[src/design/bpf_pkg.sv]
package bpf_pkg;

    localparam int TRI_SLOTS = 12;
    localparam int BONE_W    = 8;
    localparam int SLOT_IW   = 4;

    typedef logic [BONE_W-1:0]    bone_t;
    typedef bone_t                slots_t [TRI_SLOTS];
    typedef logic [TRI_SLOTS-1:0] slot_mask_t;
    typedef logic [SLOT_IW-1:0]   slot_cnt_t;

    localparam logic [1:0] REG_BONE_LIMIT = 2'd0;
    localparam logic [6:0] BONE_LIMIT_RST = 7'd64;

    function automatic slot_cnt_t count_mask(input slot_mask_t m);
        slot_cnt_t c;
        c = '0;
        for (int i = 0; i < TRI_SLOTS; i++)
        begin
            c = c + slot_cnt_t'(m[i]);
        end
        return c;
    endfunction

endpackage

[src/design/bpf_dedup.sv]
module bpf_dedup (
    input  bpf_pkg::slots_t     slots,
    output bpf_pkg::slot_mask_t uniq,
    output bpf_pkg::slot_cnt_t  ntri
);
    import bpf_pkg::*;

    // a slot is kept if it is used and no earlier slot holds the same bone
    always_comb
    begin
        for (int i = 0; i < TRI_SLOTS; i++)
        begin
            uniq[i] = (slots[i] != '0);
            for (int j = 0; j < i; j++)
            begin
                if (slots[j] == slots[i])
                begin
                    uniq[i] = 1'b0;
                end
            end
        end
    end

    assign ntri = count_mask(uniq);

endmodule

[config.mk]
export PLATFORM = sky130hd
export DESIGN_NAME = bpf_dedup
export DESIGN_NICKNAME = d
export VERILOG_FILES = /design/src/design/bpf_pkg.sv /design/src/design/bpf_dedup.sv
export SDC_FILE = /design/constraint.sdc
export NUM_CORES = 1
export LEC_CHECK = 0
export ABC_AREA = 1
export ABC_CLOCK_PERIOD_IN_PS = 5300
export BUFFER_PORTS_ARGS = -buffer_cell sky130_fd_sc_hd__buf_2
export CAP_MARGIN = 20
export CORE_UTILIZATION = 29
export DETAILED_ROUTE_END_ITERATION = 10
export SLEW_MARGIN = 40
export SYNTH_ARGS = -nofsm -noshare
export SYNTH_HDL_FRONTEND = slang
export SYNTH_SLANG_ARGS = --single-unit
[constraint.sdc]
create_clock -name vclk -period 5.3
set_input_delay 0.265 -clock vclk [all_inputs]
set_output_delay 0.265 -clock vclk [all_outputs]
set_load 0.05 [all_outputs]
==> Word-level counts from Yosys, hierarchy flattened <==
Cells that the tools add are included.
{ "totals": {"ff_bits": 0, "latchBits": 0, "mem_bits_rw": 0, "rom_bits": 0, "inputBits": 96, "out_inout_bits": 16, "wordCells": 155, "memories": 0} }
{ "classes": {"addsub": 11, "mul": 0, "n_div": 0, "order_cmp": 0, "n_eq_ne": 66, "shift": 0, "n_mux": 66, "bitwise": 0, "reduce_logical": 12} }
{ "ops": {"columns": ["cell", "count"], "rows": [
  ["8-bit equality test", 66],
  ["8-bit nonzero test", 12],
  ["1-bit two-way mux", 66],
  ["4-bit by 1-bit adder with 4-bit output", 8],
  ["3-bit by 1-bit adder with 4-bit output", 1],
  ["2-bit by 1-bit adder with 3-bit output", 1],
  ["1-bit by 1-bit adder with 2-bit output", 1]
]} }

==> Depth between registers and ports, before layout <==
{ "depth": {"word_depth": 13, "mapped_depth": 20, "depth_no_buf": 19} }

==> Worst setup path before layout <==
Ideal clock, no wire load.
{ "synth_timing": {"kind": "input to output", "from": "input slots[88] (netlist name)", "to": "output ntri[2]", "t_arrival_ns": 4.522, "t_required_ns": 5.035, "slack_ns": 0.513, "stages": 13, "path_buffers": 1, "path_cell_list": "buf_4 nor4_1 nand2_1 inv_1 fa_1 fa_1 fa_1 inv_1 fa_1 ha_1 inv_1 fa_1 xnor2_1"} }
{ "synth_between": {"elab_cells_between_ends": 89, "cone_classes": "add/sub: 11; eq/ne: 11; mux: 66; reduce/logical: 1"} }
{ "synth_rtl": {"columns": ["element", "line_no", "source"], "rows": [
  ["from (decl)", "bpf_dedup.sv:2", "input bpf_pkg::slots_t slots,"],
  ["8-bit nonzero test", "bpf_dedup.sv:13", "uniq[i] = (slots[i] != '0);"],
  ["named net uniq[0]", "bpf_dedup.sv:3", "output bpf_pkg::slot_mask_t uniq,"],
  ["1-bit by 1-bit adder with 2-bit output", "bpf_pkg.sv:20", "c = c + slot_cnt_t'(m[i]);"],
  ["2-bit by 1-bit adder with 3-bit output", "bpf_pkg.sv:20", null],
  ["3-bit by 1-bit adder with 4-bit output", "bpf_pkg.sv:20", null],
  ["4-bit by 1-bit adder with 4-bit output (8 in series)", "bpf_pkg.sv:20", null],
  ["to (decl)", "bpf_dedup.sv:4", "output bpf_pkg::slot_cnt_t ntri"]
]} }
The timed path passes the listed nets, and every way through them passes these cells.

==> Worst setup path after layout <==
{ "layout_timing": {"from": "input slots[68] (netlist name)", "to": "output ntri[2]"} }
{ "layout_between": {"elab_chain_len": 13, "elab_cells_between_ends": 60, "cone_classes": "add/sub: 9; eq/ne: 11; mux: 39; reduce/logical: 1"} }
{ "layout_lines": {"columns": ["element", "line_no", "source"], "rows": [
  ["8-bit equality test or 8-bit nonzero test (tied branches)", "bpf_dedup.sv:16, bpf_dedup.sv:13", null],
  ["1-bit two-way mux (3 in series)", "bpf_dedup.sv:16", "if (slots[j] == slots[i])"],
  ["3-bit by 1-bit adder with 4-bit output", "bpf_pkg.sv:20", null],
  ["4-bit by 1-bit adder with 4-bit output (7 in series)", "bpf_pkg.sv:20", null],
  ["4-bit by 1-bit adder with 4-bit output *", "bpf_pkg.sv:20", null]
]} }
Every way passes the cells marked *; elsewhere a longest branch is shown, timed or not.

==> summary.md <==
| Metric | Value |
|---|---|
| Endpoint of the worst hold path | `uniq[4]` |
| Min-Delay Path Class | `in -> out` |
| # port buffers | `112` |
| Peak supply drop | `73.8 uV` |
| Max-Cap Viols | `0` |
| Layout cells sized above 1 | `0.114` |
| DIE WIDTH | `175 um` |
| Top cell type's share of synthesized area | `0.405` |
| Core area | `0.0296 sq mm` |
| Status | `completed` |
| Clkbuf count | `0` |
| WL/cell | `21.8 um` |
| Cts hold-fix bufs | `0` |
| Number of vias per cell | `5.28` |
| RSZ-0062 raised after global routing | `false` |
| Setup TNS | `0 ps` |
| Fin crit share | `0.957` |
| Final setup viols | `0` |
| First-pass GRT wire length | `73100 um` |
| Internal | `0.000312 W` |
| GRT Total Usage | `0.321` |
| Warnings from Yosys | `0` |
| Grt total ovfl | `0` |
| DRT iter0 DRCs | `1827` |
| Area leader, netlist | `nand2_1` |
| Initial Util | `0.294` |
| Critical path endpoint category | `output pin` |
| Final Max Slew Viols | `0` |
| Tmin final | `5070 ps` |
| Die Height | `175 um` |
| Max stage delay on crit path | `510 ps` |
| Number of top-level pins | `112` |
| # fillers | `3493` |
| Final Net Count | `2025` |
| Worst-Margin Slew | `726 ps` |
| # DRC | `0` |
| Static Leak | `5.24 nW` |
| Clock share of power | `0` |
| ANT nets after route | `0` |
| Cells along the critical path | `buf_2 -> inv_1 -> nand2_1 -> nand2_1 -> a21oi_1 -> nand2_1 -> nor2_1 -> nor2_1 -> nand2_1 -> inv_1 -> nand2_1 -> fa_1 -> fa_1 -> fa_1 -> inv_1 -> fa_1 -> ha_1 -> inv_1 -> fa_1 -> xnor2_1 -> buf_2` |
| HPWL after DPL | `39800 um` |
| # diodes | `0` |
| Final Hold Viols | `0` |
| Synthesized area | `0.00870 sq mm` |
| Die area | `0.0307 sq mm` |
| NetSw | `0.000738 W` |
| Final Non-Filler Cells | `2306` |
| Hold path depth | `4` |
| Synth Instances | `1825` |
| Pwr/cell area | `109 mW/mm^2` |
| DP Cell Count | `2306` |
| Net Sw Frac | `0.703` |
| Kind of critical path | `in -> out` |
| Drt first pass iters | `7` |
| Initial antenna violation count | `3` |
| CP max stage cell | `fa_1` |
| Post-Route WL | `50200 um` |
| Min-Delay Startpoint | `slots[57]` |
| Sequential fraction of the synthesis area | `0` |
| Via count | `12200` |
| Startpoint type of the worst setup path | `input pin` |
| Placer congestion estimate | `1.05` |
| Vias in the first global route | `10800` |
| Synth unique cells | `24` |
| Crit path DAT | `4810 ps` |
| FF+latch area | `0 sq um` |
| Seq pwr share | `0` |
| FP Rows | `63` |
| Synth Net Count | `1932` |
| Synth Area per Inst | `4.76 sq um` |
| Combinational Power Share | `1.000` |
| FF+latch count | `0` |
| Slew headroom | `0.511` |
| CP max FO | `10` |
| Worst EP required | `5040 ps` |
| Total power | `0.00105 W` |
| Fmax | `0.197 GHz` |
| Synth top area cells | `nand2_1, xor2_1, nor2_1` |
| Largest net degree at the start of global routing | `15` |
| Area growth, synth to finish | `11.3%` |
[worst max-delay path: cells and delay by family]
kind                     cells  cell delay, ps
buffers and inverters        6             920
AND/OR/NAND/NOR              7             650
adder cells (fa/ha/maj)      6            2560
XOR/XNOR                     1             130
AO/OA/AOI/OAI                1             280
[area by class of cell]
cell class	instances	area, sq um	share of cell area
inverter	116	435	0.0450
multi-input combinational	1601	7540	0.779
timing repair buffer	199	1210	0.125
tap	390	488	0.0504
[logic make-up after synthesis]
kind of cell             share of synthesized area
buffers and inverters                        0.134
XOR/XNOR                                     0.199
adder cells (fa/ha/maj)                     0.0219
AND/OR/NAND/NOR                              0.622
AO/OA/AOI/OAI                               0.0227
[cell usage in the layout, fill, tap and decap left out]
| cell | synthesis | layout |
|---|---|---|
| a21oi_1 | 33 | 32 |
| fa_1 | 7 | 7 |
| nand2_1 | 938 | 938 |
| a21oi_2 | 0 | 1 |
| clkinv_1 | 18 | 18 |
| nand3_1 | 27 | 27 |
| buf_4 | 36 | 87 |
| inv_2 | 14 | 14 |
| inv_1 | 84 | 84 |
| xnor2_1 | 81 | 81 |
| and3_1 | 1 | 1 |
| nor4_1 | 6 | 6 |
| xor2_1 | 117 | 117 |
| nor3_2 | 2 | 2 |
| nor2_1 | 258 | 258 |
| nor3_1 | 27 | 27 |
| or2_2 | 1 | 1 |
| buf_2 | 58 | 112 |
| o21bai_1 | 1 | 1 |
| nand4_1 | 91 | 91 |
| nor2_2 | 2 | 2 |
| o21ai_0 | 5 | 5 |
| ha_1 | 4 | 4 |
[how the worst max path moves through the flow]
stage              start       to  slack, ps  depth (start not counted)
4_1_cts        slots[36]  ntri[2]        210                         21
3_3_place_gp   slots[36]  ntri[2]        220                         21
5_1_grt        slots[68]  ntri[2]        0.7                         21
3_5_place_dp   slots[36]  ntri[2]        210                         21
6_report       slots[68]  ntri[2]        230                         21
2_1_floorplan  slots[88]  ntri[2]        510                         13
[Yosys cell counts]
cell / n
nand4_1: 91
and3_1: 1
xnor2_1: 81
nor3_2: 2
inv_2: 14
xor2_1: 117
nor2_2: 2
o21bai_1: 1
nor3_1: 27
nor4_1: 6
o21ai_0: 5
ha_1: 4
fa_1: 7
inv_1: 84
buf_12: 1
nand2_1: 938
nand3_1: 27
a21oi_1: 33
clkinv_1: 18
or2_2: 1
nor2_1: 258
buf_4: 36
buf_6: 13
buf_2: 58
[stage by stage]
| step | setup slack [ps] | instance area [sq um] | utilization | hold slack (ps) |
|---|---|---|---|---|
| 2_1_floorplan | 513 | 8700 | - | 1020 |
| 4_1_cts | 210 | 9670 | 0.327 | 1340 |
| 3_5_place_dp | 214 | 9670 | 0.327 | 1330 |
| 5_1_grt | 0.666 | 9670 | 0.327 | 1400 |
| 3_3_place_gp | 224 | 9670 | 0.327 | 1320 |
| 6_report | 227 | 9670 | 0.327 | 1340 |
[power by group through the flow]
stage                     clock network, W  registers, W  logic [W]
after detailed placement                 0             0    0.00102
after global placement                   0             0    0.00101
after floorplan                          0             0   0.000664
after global routing                     0             0    0.00113
final                                    0             0    0.00105
after CTS                                0             0    0.00102
[timing repair]
| action | CTS | global route |
|---|---|---|
| gates resized for setup | 0 | 1 |
| endpoints found under the setup margin | 0 | 1 |
| setup buffers | 0 | 0 |
[per-layer routing]
metal  vias to the layer above  wire, um  global-route usage
met4                         4      2140               0.105
met5                         -        27                   0
met2                       793     21100               0.488
li1                       5741         -                   -
met3                       101      5010              0.0339
met1                      5544     21900               0.465
Power figures use the tool's default switching activity.
